$ cat src/mhpq_pkg.sv
`timescale 1ns / 1ps
`default_nettype none
package mhpq_pkg;
    localparam int KEY_W = 64;
    localparam int CNT_W = 9;

    typedef enum logic [1:0] {
        REQ_PUSH = 2'd0,
        REQ_POP = 2'd1,
        REQ_RM_KEY = 2'd2,
        REQ_RM_VAL = 2'd3
    } t_req;

    localparam logic [1:0] ST_DONE = 2'd0;
    localparam logic [1:0] ST_FULL = 2'd1;
    localparam logic [1:0] ST_EMPTY = 2'd2;

    typedef struct packed {
        logic [KEY_W-1:0] value;
        logic [KEY_W-1:0] key;
    } t_slot;

    function automatic logic pair_less(input t_slot a, input t_slot b);
        logic ls;
        ls = ($signed(a.value) < $signed(b.value));
        if (a.key != b.key) begin
            ls = ($signed(a.key) < $signed(b.key));
        end
        return ls;
    endfunction
endpackage
`default_nettype wire

$ cat src/mhpq_cmp.sv
`timescale 1ns / 1ps
`default_nettype none
module mhpq_cmp
    import mhpq_pkg::*;
(
    input  wire t_slot i_a,
    input  wire t_slot i_b,
    output logic       o_less
);
    assign o_less = pair_less(i_a, i_b);
endmodule
`default_nettype wire

$ cat config.mk
export PLATFORM = sky130hd
export DESIGN_NAME = mhpq_cmp
export DESIGN_NICKNAME = d
export VERILOG_FILES = /design/src/mhpq_pkg.sv /design/src/mhpq_cmp.sv
export SDC_FILE = /design/constraint.sdc
export NUM_CORES = 1
export LEC_CHECK = 0
export ABC_AREA = 1
export ABC_CLOCK_PERIOD_IN_PS = 1500
export BUFFER_PORTS_ARGS = -buffer_cell sky130_fd_sc_hd__buf_2
export CAP_MARGIN = 10
export CORE_AREA = 5 5 110 91
export DETAILED_ROUTE_END_ITERATION = 10
export DIE_AREA = 0 0 115 96
export PLACE_DENSITY = 0.77
export SYNTH_ARGS = -nofsm -noshare
export SYNTH_HDL_FRONTEND = slang
export SYNTH_SLANG_ARGS = --single-unit
$ cat constraint.sdc
create_clock -name vclk -period 1.5
set_input_delay 0.075 -clock vclk [all_inputs]
set_output_delay 0.075 -clock vclk [all_outputs]
set_load 0.02 [all_outputs]
==> impl_metrics.env, run 1 <==
export IMPL_status="finished, violations left"
export IMPL_failed_checks="setup timing"
export IMPL_seq_area_um2=0
export IMPL_wirelength_um=11800
export IMPL_peakVddDrop_mv=0.175
export IMPL_arrival_ps=1560
export IMPL_place_hpwl_um=9640
export IMPL_synth_cell_types=21
export IMPL_drtAntennaViolNets=0
export IMPL_drive_gt1_frac=0.457
export IMPL_grt_max_degree=5
export IMPL_dieArea_mm2=0.0110
export IMPL_synth_nets=930
export IMPL_overflow=0
export IMPL_antenna_found_initial=0
export IMPL_initial_core_util=0.385
export IMPL_drv_slew=0
export IMPL_powerDensity_mw_per_mm2=264
export IMPL_p_leak_nw=3.41
export IMPL_syn_area_mm2=0.00341
export IMPL_io_pins=257
export IMPL_track_usage=0.172
export IMPL_setup_viol=1
export IMPL_holdWs_ps=785
export IMPL_core_area_mm2=0.00884
export IMPL_port_buffers=257
export IMPL_max_freq_mhz=611
export IMPL_nFlopsAndLatches=0
export IMPL_vias=4313
export IMPL_synthCells=547
export IMPL_wl_per_cell_um=12.7
export IMPL_ys_top_cells_by_count="inv_1 (149), ha_1 (127), nand2_1 (102)"
export IMPL_hold_depth=7
export IMPL_synthTopCellsByArea="ha_1 (47%), inv_1 (16%), nand2_1 (11%)"
export IMPL_critPathKind="input port to primary output"
export IMPL_critPathLaunchType="input port"
export IMPL_nets=1201
export IMPL_diodes=0
export IMPL_yosysWarnings=0
export IMPL_hp_class="input port to primary output"
export IMPL_cp_startpoint="i_a[35]"
export IMPL_drt_iter0_drc=121
export IMPL_die_h_um=96
export IMPL_post_route_period_util=1.09
export IMPL_rows=31
export IMPL_power_mw=1.47
export IMPL_dieWidth_um=115
export IMPL_end_kind="primary output"
export IMPL_holdBufCountCts=0
export IMPL_place_gp_congestion=0.822
export IMPL_yosysTopAreaCell="ha_1"
export IMPL_fin_ws_ps=-136
export IMPL_hold_viol=0
export IMPL_netlist_area_leader_share=0.466
export IMPL_drc=0
export IMPL_worstHoldStart="i_a[63]"
export IMPL_place_ws_ps=-200
export IMPL_clockBufferCount=0
export IMPL_grt_pass1_vias=4063
export IMPL_period_minus_slack_ps=1640
export IMPL_ys_seq_area_frac=0
export IMPL_syn2layout_area_growth_pct=64.1
export IMPL_worstHoldEndpoint="o_less"
export IMPL_grt_pass1_wl_um=16300
export IMPL_slew_headroom=0.833
export IMPL_via_per_inst=4.63
export IMPL_grt_setup_unrepaired="yes"
export IMPL_worst_slew_pin_transition_ps=249
export IMPL_cp_max_fo=2
export IMPL_yosysMostFrequentCell="inv_1"
export IMPL_drt_pass1_iterations=4
export IMPL_avgSynthCellArea_um2=6.23
export IMPL_cp_required_ps=1420
export IMPL_fill_cells=778
export IMPL_drv_cap=0
worst max-delay path by stage:
stage               endpoint  depth (start not counted)  slack [ps]
finish                o_less                         14        -140
global route          o_less                         17        -270
detailed placement    o_less                         14        -200
floorplan             o_less                         13         150
CTS                   o_less                         14        -150
global placement      o_less                         14        -190
power by group:
| group | leakage (nW) | internal (mW) | total, mW | switching, mW |
|---|---|---|---|---|
| clock | 0 | 0 | 0 | 0 |
| sequential | 0 | 0 | 0 | 0 |
| combinational | 3.41 | 0.768 | 1.47 | 0.705 |
| total | 3.41 | 0.768 | 1.47 | 0.705 |
repair_timing:
action                     4_1_cts  5_1_grt
buffers inserted                 0        1
pin swaps                       17       39
setup endpoints to repair        1        1
gates resized for setup         37       85
metal layers:
layer  wire [um]  vias up  track usage
li1            -     2302            -
met1        4500     1835        0.197
met2        6020      162        0.340
met3        1140       14       0.0377
met4         154        0      0.00978
met5           0        -            0
cell usage in the layout, fill, tap and decap left out:
cell type	synthesis	final
nand2_1	102	90
nor3_1	5	4
nor2_1	38	34
nand4_1	10	10
inv_2	1	19
nand3_2	0	3
nand4_4	0	1
buf_2	0	236
nor2_2	1	5
ha_1	127	98
buf_4	0	12
ha_4	0	29
inv_1	149	130
o21a_1	2	2
nor4_2	3	2
nand4_2	2	1
o21bai_2	0	1
a21oi_1	63	42
inv_4	0	2
o21ai_0	8	5
nor4_4	0	1
a21o_1	1	1
o21ai_1	11	13
nand3_1	16	13
a21oi_2	0	21
nor3_2	3	4
nand2_2	2	14
and3_1	1	1
buf_6	0	21
o21ai_2	0	1
critical path, cell delays in order:
cell and delay [ps]:
buf_2 110, ha_1 330, a21oi_1 170, o21ai_1 90, nand2_1 70, nand3_1 60
nand2_1 60, nand2_1 60, a21oi_2 150, nand2_1 60, nand2_1 60, nand3_2 60
nand2_2 70, buf_6 120
cell families (layout without fill, tap and decap cells):
logic type | count (synthesis) | count (layout) | synth area share
buffers and inverters | 151 | 420 | 0.166
adders and majority gates | 127 | 127 | 0.466
AOI/OAI and AO/OA | 86 | 86 | 0.129
and+or+nand+nor | 183 | 183 | 0.238
per-stage QoR:
stage,cells,instance area (um^2),utilization,setup TNS (ps)
final,931,5590,0.632,-136
after global routing,931,5590,0.632,-271
after CTS,930,5120,0.579,-149
after detailed placement,930,4920,0.556,-200
after global placement,930,4920,0.556,-188
after floorplan,547,3410,-,0
cell type report:
cell class,count,area (um^2),share of cell area
tap,115,144,0.0257
multi-input combinational,396,3370,0.602
timing repair buffer,269,1510,0.270
inverter,151,572,0.102
(Power assumes the default switching activity.)
==> inputs of run 2 (changes only) <==
==> config.mk (replaced) <==
export PLATFORM = sky130hd
export DESIGN_NAME = mhpq_cmp
export DESIGN_NICKNAME = d
export VERILOG_FILES = /design/src/mhpq_pkg.sv /design/src/mhpq_cmp.sv
export SDC_FILE = /design/constraint.sdc
export NUM_CORES = 1
export LEC_CHECK = 0
export ABC_CLOCK_PERIOD_IN_PS = 1500
export BUFFER_PORTS_ARGS = -buffer_cell sky130_fd_sc_hd__buf_2
export CAP_MARGIN = 10
export CORE_AREA = 5 5 107 89
export DETAILED_ROUTE_END_ITERATION = 10
export DIE_AREA = 0 0 112 94
export PLACE_DENSITY = 0.78
export SYNTH_ARGS = -nofsm -noshare
export SYNTH_HDL_FRONTEND = slang
export SYNTH_SLANG_ARGS = --single-unit
==> impl_metrics.env, run 2 <==
export IMPL_port_buffers=257
export IMPL_fin_util=0.622
export IMPL_grt_setup_unrepaired="yes"
export IMPL_critPathLaunchType="input port"
export IMPL_yosysWarnings=0
export IMPL_slew_headroom=0.732
export IMPL_multi_input_area_mm2=0.00297
export IMPL_place_gp_congestion=0.946
export IMPL_powerDensity_mw_per_mm2=259
export IMPL_vias=4175
export IMPL_ys_seq_area_frac=0
export IMPL_hp_class="input port to primary output"
export IMPL_synth_cell_types=36
export IMPL_worstHoldStart="i_a[63]"
export IMPL_end_kind="primary output"
export IMPL_grt_max_degree=5
export IMPL_drc=0
export IMPL_cp_max_fo=2
export IMPL_arrival_ps=2190
export IMPL_die_h_um=94
export IMPL_seq_area_um2=0
export IMPL_worst_slew_pin_transition_ps=402
export IMPL_peakVddDrop_mv=0.127
export IMPL_drive_gt1_frac=0.440
export IMPL_wl_per_cell_um=13.7
export IMPL_fill_cells=747
export IMPL_place_hpwl_um=11000
export IMPL_ys_top_cells_by_count="inv_1 (131), ha_1 (127), a21oi_1 (42)"
export IMPL_cp_required_ps=1420
export IMPL_post_route_period_util=1.51
export IMPL_drv_slew=0
export IMPL_synth_nets=839
export IMPL_rows=30
export IMPL_grt_pass1_vias=4326
export IMPL_avgSynthCellArea_um2=7.10
export IMPL_critPathKind="input port to primary output"
export IMPL_antenna_found_initial=0
export IMPL_routed_wl_met2_um=6200
export IMPL_diodes=0
export IMPL_failed_checks="setup timing"
export IMPL_dieWidth_um=112
export IMPL_synth_top_family_by_area="adder cells"
export IMPL_cp_startpoint="i_b[97]"
export IMPL_via_per_inst=4.87
export IMPL_nFlopsAndLatches=0
export IMPL_synthCells=456
export IMPL_fin_ws_ps=-765
export IMPL_drt_iter0_drc=92
export IMPL_drt_pass1_iterations=4
export IMPL_design_area_mm2=0.00516
export IMPL_setup_viol=1
export IMPL_track_usage=0.198
export IMPL_setup_tns_ps=-765
export IMPL_worstHoldEndpoint="o_less"
export IMPL_wl_met1_um=4300
export IMPL_synthAdderAreaFrac=0.491
export IMPL_synth_simple_area_share=0.156
export IMPL_yosysTopAreaCell="ha_1"
export IMPL_place_area_mm2=0.00501
export IMPL_drtAntennaViolNets=0
export IMPL_synthTopCellsByArea="ha_1 (49%), inv_1 (15%), a21oi_1 (6.5%)"
export IMPL_highest_layer="met4"
export IMPL_p_leak_nw=3.25
export IMPL_clockBufferCount=0
export IMPL_final_cell_mix="buf_2 (254), inv_1 (124), ha_1 (119)"
export IMPL_core_area_mm2=0.00830
export IMPL_hold_depth=6
export IMPL_yosys_area_share_xor_xnor=0.00270
export IMPL_dieArea_mm2=0.0105
export IMPL_wl_met3_um=917
export IMPL_initial_core_util=0.390
export IMPL_hold_viol=0
export IMPL_muxShareOfSynthArea=0.00657
export IMPL_netlist_area_leader_share=0.491
export IMPL_yosysMostFrequentCell="inv_1"
export IMPL_nets=1130
export IMPL_grt_pass1_wl_um=17900
export IMPL_max_freq_mhz=442
export IMPL_overflow=0
export IMPL_syn2layout_area_growth_pct=59.3
export IMPL_synth_compound_area_frac=0.192
export IMPL_power_mw=1.34
export IMPL_status="finished, violations left"
export IMPL_final_common_cell="buf_2"
export IMPL_io_pins=257
export IMPL_wirelength_um=11700
export IMPL_syn_area_mm2=0.00324
export IMPL_period_minus_slack_ps=2260
export IMPL_drv_cap=0
## run 2: cell count changes after synthesis, moves of 4 or more
cell	change
inv_1	-18
nand4_1	+13
and4_1	+4
o21ai_0	+5
nor2_1	-22
a211oi_1	+5
nand2_1	-77
o21ai_1	-9
a21o_1	+10
a21oi_1	-21
## run 2: cells by family (layout without fill, tap and decap cells)
| family | Yosys count | in the layout |
|---|---|---|
| and+or+nand+nor | 99 | 99 |
| muxes | 2 | 2 |
| buffers and inverters | 131 | 420 |
| adders and majority gates | 127 | 127 |
| AOI/OAI and AO/OA | 96 | 96 |
| xor gates and xnor gates | 1 | 1 |
## run 2: power by group
part	internal, mW	switching (mW)	leakage (nW)
logic	0.731	0.605	3.25
clock network	0	0	0
registers	0	0	0
total	0.731	0.605	3.25
## run 2: layout make-up
type,instances,share of cell area
multi-input combinational,325,0.575
timing repair buffer,289,0.300
inverter,131,0.0977
tap,112,0.0272
## run 2: worst max-delay path by stage
stage,to,slack [ps],depth (start not counted)
finish,o_less,-760,12
global placement,o_less,-1020,11
floorplan,o_less,-510,10
detailed placement,o_less,-1040,11
CTS,o_less,-790,12
global route,o_less,-850,12
## run 2: layer usage
| layer | up-vias | track usage |
|---|---|---|
| li1 | 2167 | - |
| met5 | - | 0 |
| met4 | 0 | 0.0360 |
| met2 | 164 | 0.412 |
| met1 | 1820 | 0.204 |
| met3 | 24 | 0.0412 |
## run 2: critical path, cell delays in order
cell and delay [ps]:
buf_8 90, inv_12 30, ha_4 220, a21o_1 150, nand3_1 60, a21oi_1 60
or4_1 530, a21o_1 190, a31oi_2 160, mux2_4 330, mux2i_4 140, buf_6 140
## run 2: timing repair
action | 4_1_cts | 5_1_grt
resized for setup | 18 | 12
hold endpoints to repair | 0 | 0
pin swaps | 11 | 5
hold buffers | 0 | 0
setup endpoints to repair | 1 | 1
setup buffers | 1 | 0
## run 2: through the flow
stage	hold slack (ps)	cells	setup slack [ps]
3_3_place_gp	877	856	-1020
4_1_cts	827	857	-787
6_report	830	857	-765
2_1_floorplan	496	456	-508
5_1_grt	861	857	-855
3_5_place_dp	890	856	-1040
==> inputs of run 3 (changes only) <==
==> config.mk (replaced) <==
export PLATFORM = sky130hd
export DESIGN_NAME = mhpq_cmp
export DESIGN_NICKNAME = d
export VERILOG_FILES = /design/src/mhpq_pkg.sv /design/src/mhpq_cmp.sv
export SDC_FILE = /design/constraint.sdc
export NUM_CORES = 1
export LEC_CHECK = 0
export ABC_CLOCK_PERIOD_IN_PS = 1950
export BUFFER_PORTS_ARGS = -buffer_cell sky130_fd_sc_hd__buf_2
export CAP_MARGIN = 10
export CORE_AREA = 2 2 99 101
export DETAILED_ROUTE_END_ITERATION = 10
export DIE_AREA = 0 0 101 103
export PLACE_DENSITY = 0.73
export SYNTH_ARGS = -nofsm -noshare
export SYNTH_HDL_FRONTEND = slang
export SYNTH_SLANG_ARGS = --single-unit
==> constraint.sdc (replaced) <==
create_clock -name vclk -period 1.95
set_input_delay 0.39 -clock vclk [all_inputs]
set_output_delay 0.39 -clock vclk [all_outputs]
set_load 0.02 [all_outputs]
==> impl_metrics.env, run 3 (synthesized netlist as in run 2, its figures left out) <==
export IMPL_track_usage=0.177
export IMPL_drv_slew=0
export IMPL_worst_slew_pin_transition_ps=424
export IMPL_place_area_mm2=0.00500
export IMPL_nFlopsAndLatches=0
export IMPL_path_cells="buf_2, ha_1, a21o_1, nand3_1, a21oi_1, a2111oi_2, o221ai_2, a31oi_1, mux2_4, mux2i_4, buf_6"
export IMPL_die_h_um=103
export IMPL_slew_headroom=0.710
export IMPL_cp_slowest_stage_delay_ps=340
export IMPL_wirelength_um=10500
export IMPL_holdBufCountCts=0
export IMPL_clockBufferCount=0
export IMPL_place_gp_congestion=0.874
export IMPL_highest_layer="met4"
export IMPL_cp_max_fo=2
export IMPL_wl_met3_um=808
export IMPL_final_cell_mix="buf_2 (254), inv_1 (125), ha_1 (118)"
export IMPL_routed_wl_met2_um=5610
export IMPL_initial_core_util=0.342
export IMPL_critPathKind="input port to primary output"
export IMPL_place_ws_ps=-1170
export IMPL_drt_iter0_drc=40
export IMPL_fin_cells=860
export IMPL_crit_slowest_cell="mux2_4"
export IMPL_critPathLaunchType="input port"
export IMPL_hold_viol=0
export IMPL_design_area_mm2=0.00517
export IMPL_grt_setup_unrepaired="yes"
export IMPL_powerDensity_mw_per_mm2=200
export IMPL_period_minus_slack_ps=2910
export IMPL_nets=1131
export IMPL_drive_gt1_frac=0.440
export IMPL_path_buf_inv=2
export IMPL_overflow=0
export IMPL_grt_pass1_vias=3970
export IMPL_post_route_period_util=1.49
export IMPL_drtAntennaViolNets=0
export IMPL_seq_area_um2=0
export IMPL_status="finished, violations left"
export IMPL_dieArea_mm2=0.0104
export IMPL_worstHoldStart="i_a[63]"
export IMPL_hold_depth=6
export IMPL_placed_cells=857
export IMPL_holdWs_ps=1520
export IMPL_fill_cells=899
export IMPL_p_leak_nw=3.25
export IMPL_worstHoldEndpoint="o_less"
export IMPL_via_per_inst=4.79
export IMPL_power_mw=1.03
export IMPL_end_kind="primary output"
export IMPL_arrival_ps=2520
export IMPL_syn2layout_area_growth_pct=59.5
export IMPL_place_hpwl_um=9640
export IMPL_wl_per_cell_um=12.3
export IMPL_wl_met1_um=3970
export IMPL_diodes=0
export IMPL_core_area_mm2=0.00946
export IMPL_drc=0
export IMPL_rows=36
export IMPL_failed_checks="setup timing"
export IMPL_cp_required_ps=1560
export IMPL_drt_pass1_iterations=4
export IMPL_antenna_found_initial=0
export IMPL_peakVddDrop_mv=0.113
export IMPL_dieWidth_um=101
export IMPL_grt_pass1_wl_um=15500
export IMPL_drv_cap=0
export IMPL_port_buffers=257
export IMPL_final_common_cell="buf_2"
export IMPL_max_freq_mhz=343
export IMPL_vias=4118
export IMPL_cp_top_family="compound AO/OA/AOI/OAI gates"
export IMPL_setup_viol=1
export IMPL_fin_ws_ps=-964
export IMPL_grt_max_degree=5
export IMPL_hp_class="input port to primary output"
export IMPL_io_pins=257
[run 3: layout make-up]
class / instances / area (um^2) / area share
multi-input combinational: 325 / 2960 / 0.574
inverter: 131 / 504 / 0.0976
timing repair buffer: 290 / 1560 / 0.301
tap: 114 / 143 / 0.0276
[run 3: layer usage]
metal / vias up / global-route usage
met2: 180 / 0.383
met4: 0 / 0.0198
met5: - / 0
met3: 16 / 0.0251
met1: 1747 / 0.182
li1: 2175 / -
[run 3: what timing repair did]
action	in CTS	in global routing
pin swaps	16	7
resized for setup	19	9
setup endpoints to repair	1	1
setup buffers	3	0
[run 3: worst max-delay path by stage]
stage,slack (ps),start,end,cells after the start
after floorplan,-690,i_b[97],o_less,10
after global placement,-1100,i_a[66],o_less,10
after detailed placement,-1170,i_a[33],o_less,11
after CTS,-950,i_b[97],o_less,12
after global routing,-1070,i_b[73],o_less,12
final,-960,i_a[73],o_less,11
[run 3: power by group]
| group | switching (mW) | internal [mW] |
|---|---|---|
| logic | 0.466 | 0.568 |
| registers | 0 | 0 |
| clock network | 0 | 0 |
| total | 0.466 | 0.568 |
[run 3: through the flow]
| step | TNS [ps] | utilization |
|---|---|---|
| after floorplan | -688 | - |
| after global placement | -1100 | 0.529 |
| after detailed placement | -1170 | 0.529 |
| after CTS | -955 | 0.540 |
| after global routing | -1070 | 0.546 |
| final | -964 | 0.546 |
